[src/rtl/tws_pkg.sv]
// ----------------------------------------------------------------------------
// Three-wire serial master package
// Shared request codes, command bytes and the result word type.
// ----------------------------------------------------------------------------
package tws_pkg;

	localparam int DEFAULT_BURST_BYTES = 8;

	localparam logic [2:0] REQ_TICK     = 3'd0;
	localparam logic [2:0] REQ_WRITE    = 3'd1;
	localparam logic [2:0] REQ_READ     = 3'd2;
	localparam logic [2:0] REQ_BURST_WR = 3'd3;
	localparam logic [2:0] REQ_BURST_RD = 3'd4;

	localparam logic [1:0] KIND_WRITE    = 2'd0;
	localparam logic [1:0] KIND_READ     = 2'd1;
	localparam logic [1:0] KIND_BURST_WR = 2'd2;
	localparam logic [1:0] KIND_BURST_RD = 2'd3;

	localparam logic [7:0] CMD_WRITE_BASE = 8'h80;
	localparam logic [7:0] CMD_READ_BIT   = 8'h01;
	localparam logic [7:0] CMD_BURST_WR   = 8'hBE;
	localparam logic [7:0] CMD_BURST_RD   = 8'hBF;

	typedef struct packed {
		logic       chip_enable;
		logic       serial_clock;
		logic       io_out;
		logic       io_drive;
		logic [7:0] read_data;
		logic       read_valid;
		logic       data_taken;
		logic       busy_res;
		logic       done_res;
	} res_t;

endpackage

[src/rtl/tws_engine.sv]
// ----------------------------------------------------------------------------
// Three-wire serial engine
// Holds the transaction state and advances it by one tick per accepted word.
// ----------------------------------------------------------------------------
module tws_engine
	import tws_pkg::*;
#(
	parameter int BURST_BYTES = DEFAULT_BURST_BYTES
) (
	input  logic       clk,
	input  logic       arst_n,
	input  logic       step,
	input  logic [2:0] req_type,
	input  logic [4:0] reg_addr,
	input  logic [7:0] write_data,
	input  logic       io_in,
	output res_t       res
);

	localparam int CW = $clog2(BURST_BYTES + 2);
	localparam logic [CW-1:0] TOTAL_BURST  = CW'(BURST_BYTES + 1);
	localparam logic [CW-1:0] TOTAL_SINGLE = CW'(2);

	typedef enum logic [1:0] {
		PH_IDLE,
		PH_SETUP,
		PH_PULSE,
		PH_FINISH
	} phase_t;

	phase_t        phase_q, phase_d;
	logic [1:0]    kind_q, kind_d;
	logic [2:0]    bit_q, bit_d;
	logic [CW-1:0] byte_q, byte_d;
	logic [7:0]    sout_q, sout_d;
	logic [7:0]    sin_q, sin_d;
	logic          ce_q, ce_d;
	logic          clk_q, clk_d;
	logic          dat_q, dat_d;
	logic          drv_q, drv_d;
	logic          rvalid, taken, busy, done;
	logic [7:0]    rdata;
	logic [CW-1:0] total;

	always_comb begin
		phase_d = phase_q;
		kind_d  = kind_q;
		bit_d   = bit_q;
		byte_d  = byte_q;
		sout_d  = sout_q;
		sin_d   = sin_q;
		ce_d    = ce_q;
		clk_d   = clk_q;
		dat_d   = dat_q;
		drv_d   = drv_q;
		rvalid  = 1'b0;
		taken   = 1'b0;
		busy    = 1'b0;
		done    = 1'b0;
		rdata   = 8'h00;
		total   = (kind_q >= KIND_BURST_WR) ? TOTAL_BURST : TOTAL_SINGLE;
		case (phase_q)
			PH_SETUP: begin
				clk_d = 1'b0;
				if (byte_q == '0 || kind_q[0] == 1'b0) begin
					if (bit_q == 3'd0 && byte_q != '0) begin
						sout_d = write_data;
						taken  = 1'b1;
					end
					dat_d = sout_d[bit_q];
					drv_d = 1'b1;
				end else begin
					sin_d[bit_q] = io_in;
					dat_d = 1'b1;
					drv_d = 1'b0;
					if (bit_q == 3'd7) begin
						rvalid = 1'b1;
						rdata  = sin_d;
					end
				end
				phase_d = PH_PULSE;
				busy    = 1'b1;
			end
			PH_PULSE: begin
				clk_d = 1'b1;
				busy  = 1'b1;
				bit_d = bit_q + 3'd1;
				if (bit_q == 3'd7) begin
					byte_d  = byte_q + CW'(1);
					phase_d = (byte_d >= total) ? PH_FINISH : PH_SETUP;
				end else begin
					phase_d = PH_SETUP;
				end
			end
			PH_FINISH: begin
				ce_d    = 1'b0;
				clk_d   = 1'b0;
				dat_d   = 1'b1;
				drv_d   = 1'b0;
				done    = 1'b1;
				phase_d = PH_IDLE;
			end
			default: begin
				phase_d = PH_IDLE;
				if (req_type inside {[REQ_WRITE:REQ_BURST_RD]}) begin
					kind_d = 2'(req_type - REQ_WRITE);
					case (kind_d)
						KIND_WRITE: sout_d = {2'b00, reg_addr, 1'b0} | CMD_WRITE_BASE;
						KIND_READ: begin
							sout_d = {2'b00, reg_addr, 1'b0} | CMD_WRITE_BASE | CMD_READ_BIT;
						end
						KIND_BURST_WR: sout_d = CMD_BURST_WR;
						default: sout_d = CMD_BURST_RD;
					endcase
					bit_d   = 3'd0;
					byte_d  = '0;
					sin_d   = 8'h00;
					ce_d    = 1'b1;
					clk_d   = 1'b0;
					dat_d   = 1'b0;
					drv_d   = 1'b1;
					phase_d = PH_SETUP;
					busy    = 1'b1;
				end else begin
					ce_d  = 1'b0;
					clk_d = 1'b0;
					dat_d = 1'b1;
					drv_d = 1'b0;
				end
			end
		endcase
	end

	always_ff @(posedge clk or negedge arst_n) begin
		if (!arst_n) begin
			phase_q <= PH_IDLE;
			kind_q  <= KIND_WRITE;
			bit_q   <= 3'd0;
			byte_q  <= '0;
			sout_q  <= 8'h00;
			sin_q   <= 8'h00;
			ce_q    <= 1'b0;
			clk_q   <= 1'b0;
			dat_q   <= 1'b1;
			drv_q   <= 1'b0;
		end else if (step) begin
			phase_q <= phase_d;
			kind_q  <= kind_d;
			bit_q   <= bit_d;
			byte_q  <= byte_d;
			sout_q  <= sout_d;
			sin_q   <= sin_d;
			ce_q    <= ce_d;
			clk_q   <= clk_d;
			dat_q   <= dat_d;
			drv_q   <= drv_d;
		end
	end

	always_comb begin
		res.chip_enable  = ce_d;
		res.serial_clock = clk_d;
		res.io_out       = drv_d ? dat_d : 1'b1;
		res.io_drive     = drv_d;
		res.read_data    = rdata;
		res.read_valid   = rvalid;
		res.data_taken   = taken;
		res.busy_res     = busy;
		res.done_res     = done;
	end

endmodule

[src/rtl/tws_skid.sv]
// ----------------------------------------------------------------------------
// Three-wire serial result buffer
// Output register with a skid stage so a new word is taken while one waits.
// ----------------------------------------------------------------------------
module tws_skid
	import tws_pkg::*;
(
	input  logic clk,
	input  logic arst_n,
	input  logic up_valid,
	output logic up_stall,
	input  res_t up_res,
	output logic dn_valid,
	input  logic dn_stall,
	output res_t dn_res
);

	res_t main_q, skid_q;
	logic main_valid_q, skid_valid_q;
	logic main_free;

	assign main_free = !main_valid_q || !dn_stall;
	assign up_stall  = skid_valid_q;
	assign dn_valid  = main_valid_q;
	assign dn_res    = main_q;

	always_ff @(posedge clk or negedge arst_n) begin
		if (!arst_n) begin
			main_valid_q <= 1'b0;
			skid_valid_q <= 1'b0;
		end else if (main_free) begin
			if (skid_valid_q) begin
				main_valid_q <= 1'b1;
				skid_valid_q <= 1'b0;
			end else begin
				main_valid_q <= up_valid;
			end
		end else if (up_valid && !skid_valid_q) begin
			skid_valid_q <= 1'b1;
		end
	end

	always_ff @(posedge clk) begin
		if (main_free) begin
			main_q <= skid_valid_q ? skid_q : up_res;
		end else if (up_valid && !skid_valid_q) begin
			skid_q <= up_res;
		end
	end

endmodule

[src/rtl/three_wire_rtc_serial_master_core.sv]
// ----------------------------------------------------------------------------
// Three-wire serial master core
// Drives chip enable, serial clock and data of a three-wire link, one tick per
// input word, with single and burst reads and writes sent LSB first.
//
//   Channel | Handshake            | Word
//   --------+----------------------+---------------------------------------
//   input   | in_valid / in_stall  | req_type, reg_addr, write_data, io_in
//   output  | out_valid / out_stall| pin levels, read byte, status flags
//
// Each accepted word yields one registered result word; a word can be accepted
// every cycle while in_stall is low, a rate set by the single engine state update.
// Reset returns the engine to idle with enable and clock low, data released.
// A skid stage holds one extra result, so in_stall rises only when both the
// output register and the skid stage are full.
// ----------------------------------------------------------------------------
module three_wire_rtc_serial_master_core
	import tws_pkg::*;
#(
	parameter int BURST_BYTES = DEFAULT_BURST_BYTES
) (
	input  logic       clk,
	input  logic       arst_n,
	input  logic       in_valid,
	output logic       in_stall,
	input  logic [2:0] req_type,
	input  logic [4:0] reg_addr,
	input  logic [7:0] write_data,
	input  logic       io_in,
	output logic       out_valid,
	input  logic       out_stall,
	output logic       chip_enable,
	output logic       serial_clock,
	output logic       io_out,
	output logic       io_drive,
	output logic [7:0] read_data,
	output logic       read_valid,
	output logic       data_taken,
	output logic       busy_res,
	output logic       done_res
);

	res_t eng_res, out_res;
	logic step;

	assign step = in_valid && !in_stall;

	tws_engine #(
		.BURST_BYTES(BURST_BYTES)
	) u_engine (
		.clk       (clk),
		.arst_n    (arst_n),
		.step      (step),
		.req_type  (req_type),
		.reg_addr  (reg_addr),
		.write_data(write_data),
		.io_in     (io_in),
		.res       (eng_res)
	);

	tws_skid u_skid (
		.clk     (clk),
		.arst_n  (arst_n),
		.up_valid(step),
		.up_stall(in_stall),
		.up_res  (eng_res),
		.dn_valid(out_valid),
		.dn_stall(out_stall),
		.dn_res  (out_res)
	);

	assign chip_enable  = out_res.chip_enable;
	assign serial_clock = out_res.serial_clock;
	assign io_out       = out_res.io_out;
	assign io_drive     = out_res.io_drive;
	assign read_data    = out_res.read_data;
	assign read_valid   = out_res.read_valid;
	assign data_taken   = out_res.data_taken;
	assign busy_res     = out_res.busy_res;
	assign done_res     = out_res.done_res;

	a_stall_needs_result: assert property (@(posedge clk) disable iff (!arst_n)
		in_stall |-> out_valid)
		else $error("Input stalled with no result held.");

	a_busy_done_exclusive: assert property (@(posedge clk) disable iff (!arst_n)
		out_valid |-> !(busy_res && done_res))
		else $error("Busy and done flagged in the same word.");

	a_read_released: assert property (@(posedge clk) disable iff (!arst_n)
		(out_valid && read_valid) |-> (!io_drive && chip_enable && !serial_clock))
		else $error("Received byte completed while driving the data pin.");

	a_taken_driving: assert property (@(posedge clk) disable iff (!arst_n)
		(out_valid && data_taken) |-> (io_drive && chip_enable && busy_res))
		else $error("Write data taken outside a driven setup tick.");

endmodule
[config.mk]
export PLATFORM = sky130hd
export DESIGN_NAME = three_wire_rtc_serial_master_core
export DESIGN_NICKNAME = d
export VERILOG_FILES = /design/src/rtl/tws_pkg.sv /design/src/rtl/tws_engine.sv /design/src/rtl/tws_skid.sv /design/src/rtl/three_wire_rtc_serial_master_core.sv
export SDC_FILE = /design/constraint.sdc
export NUM_CORES = 1
export LEC_CHECK = 0
export BUFFER_PORTS_ARGS = -buffer_cell sky130_fd_sc_hd__buf_2
export CORE_UTILIZATION = 50
export CTS_BUF_LIST = sky130_fd_sc_hd__clkbuf_16
export CTS_CLUSTER_SIZE = 25
export DETAILED_ROUTE_END_ITERATION = 6
export HOLD_SLACK_MARGIN = 0.02
export PLACE_DENSITY_LB_ADDON = 0.08
export SLEW_MARGIN = 30
export SYNTH_ARGS = -nofsm -noshare
export SYNTH_HDL_FRONTEND = slang
export SYNTH_SLANG_ARGS = --single-unit
[constraint.sdc]
create_clock -name clk -period 2.88 [get_ports clk]
set_input_delay 0.576 -clock clk [delete_from_list [all_inputs] [get_ports clk]]
set_output_delay 0.576 -clock clk [all_outputs]
set_load 0.03 [all_outputs]
Yosys cells after proc, flatten, opt, wreduce, memory -nomap -nowiden
Cells that the tools add are included.
{ "totals": {"reg_bits": 64, "output_inout_bits": 18, "input_bits": 21} }
{ "classes": {"n_reduce_logical": 27, "mux": 49, "order_cmp": 6, "add_sub_neg": 3, "n_eq_ne": 9, "bitwise": 5} }
{ "ops": {"columns": ["operator", "n"], "rows": [
  ["$mux W8", 10],
  ["$pmux W8 S2", 2],
  ["$mux W1", 19],
  ["$pmux W6 S3", 1],
  ["$mux W16", 1],
  ["$mux W4", 3],
  ["$reduce_and A4 Y1", 3],
  ["$bwmux W8", 1],
  ["$pmux W4 S2", 1],
  ["$eq A2 B2 Y1 const B", 3],
  ["$ge A3 B1 Y1 const B", 2],
  ["$pmux W1 S3", 2],
  ["$pmux W2 S3", 1],
  ["$pmux W3 S2", 1],
  ["$reduce_and A3 Y1", 2],
  ["$reduce_bool A2 Y1", 3],
  ["$reduce_or A2 Y1", 3],
  ["$logic_and A1 B1 Y1", 5],
  ["$not A1 Y1", 5],
  ["$add A4 B1 Y4 const B", 1],
  ["$eq A2 B1 Y1 const B", 2],
  ["$ge A4 B4 Y1", 1],
  ["$logic_not A4 Y1", 1],
  ["$lt A3 B4 Y1 const B", 1],
  ["other kinds (19)", 25]
]} }

Logic depth before layout (Yosys ltp)
Gate-level depths: netlist of the first run.
{ "logic_depth": {"depth_word": 11, "mapped_depth": 8, "depth_no_buf": 7} }

By module
Synthesis of the first run repeated with hierarchy kept, for this count alone.
{ "hier_totals": {"cells_unflattened": 320, "area_unflattened_um2": 3494.6} }
{ "modules_own_cells": {"columns": ["module", "area_each_um2", "n_inst", "cells_each", "seq_area_each_um2"], "rows": [
  ["tws_engine", 2197.1, 1, 263, 752.0],
  ["tws_skid", 1283.7, 1, 56, 1011.0],
  ["three_wire_rtc_serial_master_core", 13.8, 1, 1, 0.0]
]} }

Worst setup path after synthesis of the first run
No wires, ideal clock.
{ "synth_path": {"path_type": "register to register", "startpoint": "register u_skid.main_valid_q, in the netlist u_skid.dn_valid", "endpoint": "register u_skid.skid_q[0] (netlist bit) (enable)", "slack_ns": 0.750, "setup_ns": 0.388, "path_stages_with_launch": 3, "n_path_buf": 0, "required_ns": 2.492, "arrival_ns": 1.742, "period_less_slack_ns": 2.130, "path_cell_list": "dfrtp_1 > nand2_1 > nor2_1"} }
{ "synth_via": {"elab_chain_len": 4} }
{ "synth_lines": {"columns": ["item", "line_no", "text"], "rows": [
  ["start: declaration", "tws_skid.sv:19", "logic main_valid_q, skid_valid_q;"],
  ["start signal: assignment", "tws_skid.sv:36", "main_valid_q <= up_valid;"],
  ["$logic_not A1 Y1", "tws_skid.sv:22", "assign main_free = !main_valid_q || !dn_stall;"],
  ["$logic_or A1 B1 Y1", "tws_skid.sv:22", null],
  ["$not A1 Y1 (no source line)", null, null],
  ["$reduce_and A2 Y1 (no source line)", null, null],
  ["end signal: assignment", "tws_skid.sv:47", "skid_q <= up_res;"],
  ["end: declaration", "tws_skid.sv:18", "res_t main_q, skid_q;"]
]} }
Every way passes these cells.
A chain may end at the register's enable or synchronous reset.

Final worst setup path of the first run
{ "layout_path": {"startpoint": "register u_engine.phase_q[0]", "endpoint": "register u_engine.sin_q[1]"} }
{ "layout_via": {"elab_chain_len": 4, "elab_cells_between_ends": 9, "cone_classes": "4 x eq/ne; 1 x mux; 1 x bitwise; 3 x reduce/logical"} }
{ "layout_lines": {"columns": ["item", "line_no", "text"], "rows": [
  ["start: declaration", "tws_engine.sv:31", "phase_t phase_q, phase_d;"],
  ["start signal: assignment", "tws_engine.sv:147", "phase_q <= phase_d;"],
  ["$eq A2 B2 Y1", "tws_engine.sv:62", "case (phase_q)"],
  ["$reduce_or A2 Y1 (no source line)", null, null],
  ["$not A1 Y1 (no source line)", null, null],
  ["$reduce_and A4 Y1 (no source line)", null, null],
  ["end signal: assignment", "tws_engine.sv:152", "sin_q <= sin_d;"],
  ["end: declaration", "tws_engine.sv:36", "logic [7:0] sin_q, sin_d;"]
]} }
Several ways; a longest one is shown, not always the timed one.

==> flow_summary.yaml, run 1 <==
outcome:
  status: "finished with violations"
  violations: "DRC"
placed_design:
  dpl.hpwl_um: 4950
  portBuffers: 38
  gp_congestion: 0.794
  place_area_mm2: 0.00368
sta:
  timing.clock.skew_ps: 7.17
  max_freq_ghz: 0.409
  min_period_over_period: 0.850
  worstMarginPinSlew_ps: 754
  slew_headroom: 0.496
  finalHoldViolCount: 0
  drv_slew: 0
  fin_tns_setup_ps: 0
  setup_viol: 0
  period_minus_slack_ps: 2450
  rsz0062_at_grt: "false"
cts:
  clk_pin_slew_worst_paths_ps: 50
  insertion_delay_ps: 330
  clkSinkCount: 64
  cts-resized-gates: 0
  post-cts-setup-buffers: 0
  cts_tree: "built"
  cts_buffer_depth: 2
  cts_made_buffers: 9
  htree_num_levels: 3
  cts_hold_buf: 0
  cts_root_buf: "clkbuf_16"
min_path:
  min_path_type: "in -> async"
floorplan:
  rows: 29
  ios: 39
  die_area_mm2: 0.00714
  die_x_um: 84.5
  start_util: 0.527
  dieHeight_um: 84.5
  coreArea_mm2: 0.00646
worst_setup_path:
  path_cells: "inv_1 -> ha_1 -> nor4b_4 -> buf_4 -> nand4_2 -> inv_2 -> nand2_1 -> o41ai_2"
  critPathSlowestCell: "dfrtp_1"
  arrival_ps: 2670
  endpoint_kind: "flop"
  cp_max_fo: 14
  critPathLaunchType: "flop"
  worstSetupPathType: "reg -> reg"
  critPathMaxStageDelay_ps: 420
  required_ps: 3110
synth:
  synth.cell_area_mm2: 0.00340
  yosys_warnings: 0
  seq_area_frac_synth: 0.518
  synth.distinct_cells: 56
  synthCells: 319
  ys_ff_latch: 64
  syn_nets: 356
  synth_edf_count: 32
  synthArstFlopShare: 0.500
  ys.flop_type: "edfxtp_1"
  syn-mean-instance-area_um2: 10.7
drt:
  vias: 2588
  wirelength_um: 7240
  wl_per_cell_um: 16.3
  firstDrtPassIters: 6
  ant_nets: 0
  drt-initial-drc-count: 139
  vias_per_cell: 5.84
  drc: 2
power:
  p_per_area_mw_per_mm2: 926
  leakage_nw: 1.73
  fin_total_pwr_mw: 3.67
  ir_drop_v: 0.000423
cells_and_area:
  post-route-cell-area_mm2: 0.00397
  nFillCells: 545
  num_antenna_cells: 0
  drive_gt1_frac: 0.224
  nets: 398
  syn2layout_area_growth_pct: 16.6
global_route:
  grtUsageTotal: 0.220
  grt_remaining_overflow: 0
  grt_pass1_vias: 2464
  grt_pass1_wl_um: 12100
  grt_max_degree: 33
  antenna_found_initial: 0
job:
  drv_cap: 0
[through the flow]
step | hold WS, ps | utilization | std cells | worst slack, ps
finish | 316 | 0.614 | 443 | 433
global route | 392 | 0.614 | 443 | 308
CTS | 342 | 0.614 | 443 | 462
detailed placement | 477 | 0.569 | 427 | 427
global placement | 469 | 0.569 | 427 | 521
floorplan | 280 | - | 319 | 750
[per-layer routing]
metal	up-vias	GRT usage	routed length, um
met4	0	0.102	124
met2	74	0.346	3340
met1	1240	0.301	3460
met5	-	0	0
met3	8	0.0364	314
li1	1266	-	-
[cell families after synthesis]
family                   share of synthesized area
AO/OA/AOI/OAI                                0.181
XOR/XNOR                                   0.00515
adder cells (fa/ha/maj)                     0.0589
buffers and inverters                       0.0408
flip-flops                                   0.518
multiplexers                                0.0493
AND/OR/NAND/NOR                              0.146
[flip-flops by register name, indices dropped and copies added (netlist names)]
name	flops
u_skid.dn_res	16
u_skid.skid_q	16
u_engine.sin_q	8
u_engine.sout_q	8
u_engine.byte_q	4
u_engine.bit_q	3
u_engine.kind_q	2
u_engine.phase_q	2
u_engine.ce_q	1
u_engine.dat_q	1
u_engine.drv_q	1
u_skid.dn_valid	1
u_skid.up_stall	1
[Yosys cell counts (4+ instances only)]
library cell  count  area, um^2
nand2_1          33         124
edfxtp_1         32         961
dfrtp_1          31         776
nor2_1           28         105
o21ai_0          28         140
inv_1            17        63.8
ha_1             16         200
a21oi_1          11        55.1
clkbuf_1         10        37.5
mux2i_1          10         100
o31ai_1          10        75.1
nand3_1           9        45.0
a32o_1            6        60.1
mux2_2            6        67.6
o22ai_1           6        37.5
a221oi_1          5        43.8
nand2b_1          4        25.0
nor2b_1           4        25.0
nor3_1            4        20.0
nor3b_1           4        30.0
[critical path, delay by kind of cell (launching register included)]
kind,cells,cell delay (ps)
compound gates,1,220
flops,1,420
buf+inv,3,480
fa+ha+maj,1,420
simple gates,3,810
[final cells by class]
| type | count | area [um^2] | share of cell area |
|---|---|---|---|
| inverters | 18 | 67.6 | 0.0170 |
| repair buffers | 46 | 250 | 0.0631 |
| flip-flops and latches | 64 | 1760 | 0.445 |
| multi-input cells | 222 | 1500 | 0.378 |
| clock buffers | 9 | 225 | 0.0568 |
| well taps | 77 | 96.3 | 0.0243 |
| clock inverters | 7 | 63.8 | 0.0161 |
[report_power, final]
group | internal, mW | switching, mW | total (mW) | leakage [nW]
logic | 0.492 | 0.771 | 1.26 | 0.865
clock network | 0.661 | 0.389 | 1.05 | 0.142
registers | 1.20 | 0.155 | 1.36 | 0.725
total | 2.35 | 1.31 | 3.67 | 1.73
[worst paths after layout]
path | start | endpoint | slack (ps) | cells past startpoint
setup / recovery | u_engine.phase_q[0]$_DFFE_PN0P_ | u_engine.sin_q[1]$_DFFE_PN0P_ | 430 | 8
hold / removal | arst_n | u_engine.byte_q[1]$_DFFE_PN0P_ | 320 | 1
hold reg to reg | u_engine.dat_q$_DFFE_PN1P_ | u_engine.dat_q$_DFFE_PN1P_ | 480 | 2
setup reg to reg | u_engine.phase_q[0]$_DFFE_PN0P_ | u_engine.sin_q[1]$_DFFE_PN0P_ | 430 | 8
max in group asynchronous | arst_n | u_engine.sin_q[6]$_DFFE_PN0P_ | 2080 | 1
min in group clk | u_engine.dat_q$_DFFE_PN1P_ | u_engine.dat_q$_DFFE_PN1P_ | 480 | 2
[cells in the final DEF (no fill, tap or decap), drive strengths merged, types with 4 or more instances in the layout]
cell type  count
o21ai         31
nand2b         4
o22ai          6
ha            16
mux2           6
clkbuf         9
a32o           6
dfrtp         31
a221oi         5
nor2b          4
edfxtp        32
nand2         34
nor3b          4
buf           46
o31ai         10
nor2          28
nor3           5
mux2i         10
inv           19
nand3          9
a21oi         11
No activity file was read; power rests on OpenSTA's default activity.
==> inputs of run 2 (changes only) <==
==> constraint.sdc (replaced) <==
create_clock -name clk -period 2.05 [get_ports clk]
set_input_delay 0.41 -clock clk [delete_from_list [all_inputs] [get_ports clk]]
set_output_delay 0.41 -clock clk [all_outputs]
set_load 0.03 [all_outputs]
==> flow_summary.yaml, run 2 (synthesis gave the netlist of run 1 again) <==
worst_setup_path:
  r2r_end: "u_skid.dn_res[13]$_DFFE_PN_"
  cp_max_fo: 3
  endpoint_kind: "flop"
  critPathLaunchType: "flop"
  r2r-start: "u_engine.byte_q[1]$_DFFE_PN0P_"
  required_ps: 2110
  worstSetupPathType: "reg -> reg"
  reg2regPathDepth: 7
  reg2reg_slack_ps: -40
  arrival_ps: 2150
cells_and_area:
  nFillCells: 520
  multi_input_area_mm2: 0.00156
  utilization: 0.682
  post-route-cell-area_mm2: 0.00440
  syn2layout_area_growth_pct: 29.4
  layout_common_cells: "43 x buf_4, 38 x buf_2, 33 x nand2_1"
  nets: 437
  drive_gt1_frac: 0.328
  seq_area_mm2: 0.00176
  layout_commonest_cell: "buf_4"
  num_antenna_cells: 0
floorplan:
  die_area_mm2: 0.00714
  rows: 29
  ios: 39
  start_util: 0.527
  dieHeight_um: 84.5
  coreArea_mm2: 0.00646
  die_x_um: 84.5
cts:
  cts_buffer_depth: 2
  cts_hold_buf: 0
  clk_pin_slew_worst_paths_ps: 60
  clkSinkCount: 64
  insertion_delay_ps: 330
  cts_made_buffers: 9
  htree_num_levels: 3
  cts_tree: "built"
  cts_root_buf: "clkbuf_16"
sta:
  setup_viol: 1
  rsz0062_at_grt: "true"
  min_period_over_period: 1.02
  drv_slew: 0
  finalHoldViolCount: 0
  fin_tns_setup_ps: -37.1
  period_minus_slack_ps: 2090
  layout_setup_ws_ps: -37.1
  max_freq_ghz: 0.479
  slew_headroom: 0.501
  timing.clock.skew_ps: 6.83
  worstMarginPinSlew_ps: 749
global_route:
  grt_remaining_overflow: 0
  grtUsageTotal: 0.218
  grt_pass1_vias: 2586
  grt_max_degree: 33
  antenna_found_initial: 0
  grt_pass1_wl_um: 12000
drt:
  ant_nets: 0
  wirelength_um: 7270
  wl_per_cell_um: 15.1
  firstDrtPassIters: 7
  drc: 2
  drt-initial-drc-count: 194
  vias: 2722
  vias_per_cell: 5.65
outcome:
  status: "finished with violations"
  violations: "DRC, setup timing"
placed_design:
  portBuffers: 38
  gp_congestion: 0.823
  place_area_mm2: 0.00395
  dpl.hpwl_um: 5200
job:
  drv_cap: 0
min_path:
  min_path_type: "in -> async"
power:
  ir_drop_v: 0.000627
  p_per_area_mw_per_mm2: 1320
  leakage_nw: 1.97
run 2: cell types whose count changed in the layout (fill, tap and decap cells not counted), sizes merged:
cell / delta
clkinvlp: -1
buf: +39
clkinv: -1
bufinv: +2
run 2: power by group:
part	internal [mW]	switching (mW)
sequential	1.69	0.171
combinational	0.948	1.23
clock	1.19	0.568
run 2: routing by layer:
layer	up-vias	routed length, um	track usage
met5	-	0	0
met3	7	319	0.0413
met1	1304	3420	0.293
li1	1344	-	-
met2	67	3470	0.350
met4	0	59	0.0909
run 2: timing repair:
action | 4_1_cts | 5_1_grt
gates resized for setup | 5 | 12
endpoints found under the hold margin | 0 | 0
pin swaps | 2 | 8
endpoints found under the setup margin | 8 | 16
buffers inserted | 0 | 5
run 2: worst max path at each step:
stage	from	end	slack (ps)	depth (start not counted)
6_report	u_engine.byte_q[1]$_DFFE_PN0P_	u_skid.dn_res[13]$_DFFE_PN_	-40	7
3_5_place_dp	req_type[0]	u_engine.sout_q[5]$_DFFE_PN0P_	-110	7
4_1_cts	u_engine.byte_q[1]$_DFFE_PN0P_	u_skid.dn_res[13]$_DFFE_PN_	-40	7
5_1_grt	u_engine.byte_q[0]$_DFFE_PN0P_	u_skid.dn_res[13]$_DFFE_PN_	-80	7
3_3_place_gp	req_type[0]	u_engine.sout_q[5]$_DFFE_PN0P_	-60	7
2_1_floorplan	u_engine.byte_q[0]$_DFFE_PN0P_	u_skid.dn_res[13]$_DFFE_PN_	10	7
run 2: metrics by stage:
stage	power (mW)	instances	setup WS [ps]	hold WS (ps)
after global routing	6.13	482	-76.6	205
after CTS	5.71	477	-40.8	174
after floorplan	3.21	319	12.9	114
after global placement	3.87	461	-57.5	468
final	5.80	482	-37.1	152
after detailed placement	3.91	461	-108	481
run 2: cell type report:
type,count,share of cell area
Timing Repair Buffer,85,0.129
Multi-Input combinational cell,222,0.355
Inverter,18,0.0153
Clock buffer,9,0.0512
Clock inverter,7,0.0270
Sequential cell,64,0.401
Tap cell,77,0.0219
run 2: worst max-delay path: stages, from the launching register on:
cell and delay [ps]:
dfrtp_1 370, inv_2 60, ha_4 150, or3b_4 240, or2b_1 280, a221o_1 320
a211oi_4 280, o31ai_1 120
==> inputs of run 3 (changes only) <==
--- a/config.mk
+++ b/config.mk
@@ -6,10 +6,12 @@
 export NUM_CORES = 1
 export LEC_CHECK = 0
 export BUFFER_PORTS_ARGS = -buffer_cell sky130_fd_sc_hd__buf_2
-export CORE_UTILIZATION = 50
+export CAP_MARGIN = 5
+export CORE_UTILIZATION = 29
 export CTS_BUF_LIST = sky130_fd_sc_hd__clkbuf_16
 export CTS_CLUSTER_SIZE = 25
 export DETAILED_ROUTE_END_ITERATION = 6
+export GPL_TIMING_DRIVEN = 0
 export HOLD_SLACK_MARGIN = 0.02
 export PLACE_DENSITY_LB_ADDON = 0.08
 export SLEW_MARGIN = 30
==> flow_summary.yaml, run 3 (synthesis gave the netlist of run 1 again) <==
global_route:
  grt_pass1_vias: 2593
  grt_max_degree: 33
  grt_remaining_overflow: 0
  grtUsageTotal: 0.152
  antenna_found_initial: 0
  grt_pass1_wl_um: 13700
floorplan:
  ios: 39
  die_area_mm2: 0.0122
  die_x_um: 110
  start_util: 0.298
  coreArea_mm2: 0.0114
  rows: 39
  dieHeight_um: 110
placed_design:
  dpl.hpwl_um: 5810
  gp_congestion: 0.707
  pre_cts_ws_ps: -410
  portBuffers: 38
power:
  leakage_nw: 1.89
  p_per_area_mw_per_mm2: 1330
  fin_total_pwr_mw: 5.91
  ir_drop_v: 0.000528
cells_and_area:
  layout_common_cells: "38 x buf_2, 32 x nand2_1, 32 x edfxtp_1"
  syn2layout_area_growth_pct: 30.9
  num_antenna_cells: 0
  utilization: 0.390
  layout_commonest_cell: "buf_2"
  drive_gt1_frac: 0.321
  nets: 422
cts:
  insertion_delay_ps: 330
  cts_root_buf: "clkbuf_16"
  cts_made_buffers: 9
  cts_hold_buf: 0
  clkSinkCount: 64
  cts_tree: "built"
  cts_buffer_depth: 2
  clk_pin_slew_worst_paths_ps: 50
  htree_num_levels: 3
drt:
  vias_per_cell: 4.86
  firstDrtPassIters: 4
  wirelength_um: 8190
  vias: 2591
  drc: 0
  drt-initial-drc-count: 70
  wl_per_cell_um: 15.4
  ant_nets: 0
outcome:
  violations: "setup timing"
  status: "finished with violations"
worst_setup_path:
  required_ps: 2110
  endpoint_kind: "flop"
  arrival_ps: 2250
  critPathLaunchType: "flop"
  worstSetupPathType: "reg -> reg"
  cp_max_fo: 4
sta:
  finalHoldViolCount: 0
  period_minus_slack_ps: 2190
  rsz0062_at_grt: "true"
  min_period_over_period: 1.07
  fin_tns_setup_ps: -302
  worstMarginPinSlew_ps: 800
  layout_setup_ws_ps: -139
  slew_headroom: 0.467
  timing.clock.skew_ps: 4.50
  max_freq_ghz: 0.457
  drv_slew: 0
  setup_viol: 3
job:
  drv_cap: 0
min_path:
  min_path_type: "in -> async"
## run 3: cell types whose count changed in the layout (fill, tap and decap cells not counted), sizes merged
| cell | before | now |
|---|---|---|
| clkbuf | 9 | 18 |
| buf | 85 | 61 |
| clkinvlp | 1 | 0 |
| inv | 19 | 18 |
| clkinv | 2 | 4 |
## run 3: cell type report
class	count	area (um^2)
Inverter	18	72.6
Clock buffer	9	225
Fill cell	1175	6970
Buffer	14	80.1
Tap cell	143	179
Multi-Input combinational cell	222	1690
Clock inverter	7	110
Timing Repair Buffer	56	325
Sequential cell	64	1770
## run 3: stage by stage
step	hold slack (ps)	std cells	area (um^2)
after floorplan	114	319	3400
after global placement	466	500	3770
after detailed placement	476	500	3770
after CTS	201	526	4280
after global routing	229	533	4450
final	174	533	4450
## run 3: worst max-delay path, stage by stage (launching register included)
cell	delay [ps]
dfrtp_2	420
inv_4	70
ha_4	120
or3b_4	390
and2_4	170
a311o_1	360
a211oi_4	280
o31ai_2	110
## run 3: final timing paths
kind | from | end | depth (start not counted) | slack (ps)
worst max register to register | u_engine.byte_q[0]$_DFFE_PN0P_ | u_skid.dn_res[13]$_DFFE_PN_ | 7 | -140
worst min register to register | u_engine.drv_q$_DFFE_PN0P_ | u_engine.drv_q$_DFFE_PN0P_ | 2 | 490
worst min-delay path | arst_n | u_engine.kind_q[1]$_DFFE_PN0P_ | 1 | 170
worst max-delay path | u_engine.byte_q[0]$_DFFE_PN0P_ | u_skid.dn_res[13]$_DFFE_PN_ | 7 | -140
max in group asynchronous | arst_n | u_engine.phase_q[0]$_DFFE_PN0P_ | 1 | 1330
min in group clk | write_data[6] | u_engine.sout_q[6]$_DFFE_PN0P_ | 2 | 340
## run 3: where the power goes
part / internal (mW) / switching [mW]
clock: 1.18 / 0.556
combinational: 0.959 / 1.32
sequential: 1.69 / 0.207
total: 3.83 / 2.09
## run 3: repair_timing
| item | 4_1_cts | 5_1_grt |
|---|---|---|
| endpoints found under the setup margin | 51 | 30 |
| buffers inserted | 11 | 7 |
| pin swaps | 6 | 4 |
| resized for setup | 24 | 26 |
## run 3: metal layers
layer	track usage	up-vias	share of wire
li1	-	1310	-
met1	0.215	1222	0.50
met2	0.228	48	0.44
met3	0.0229	11	0.037
met4	0.0677	0	0.019
met5	0	-	0
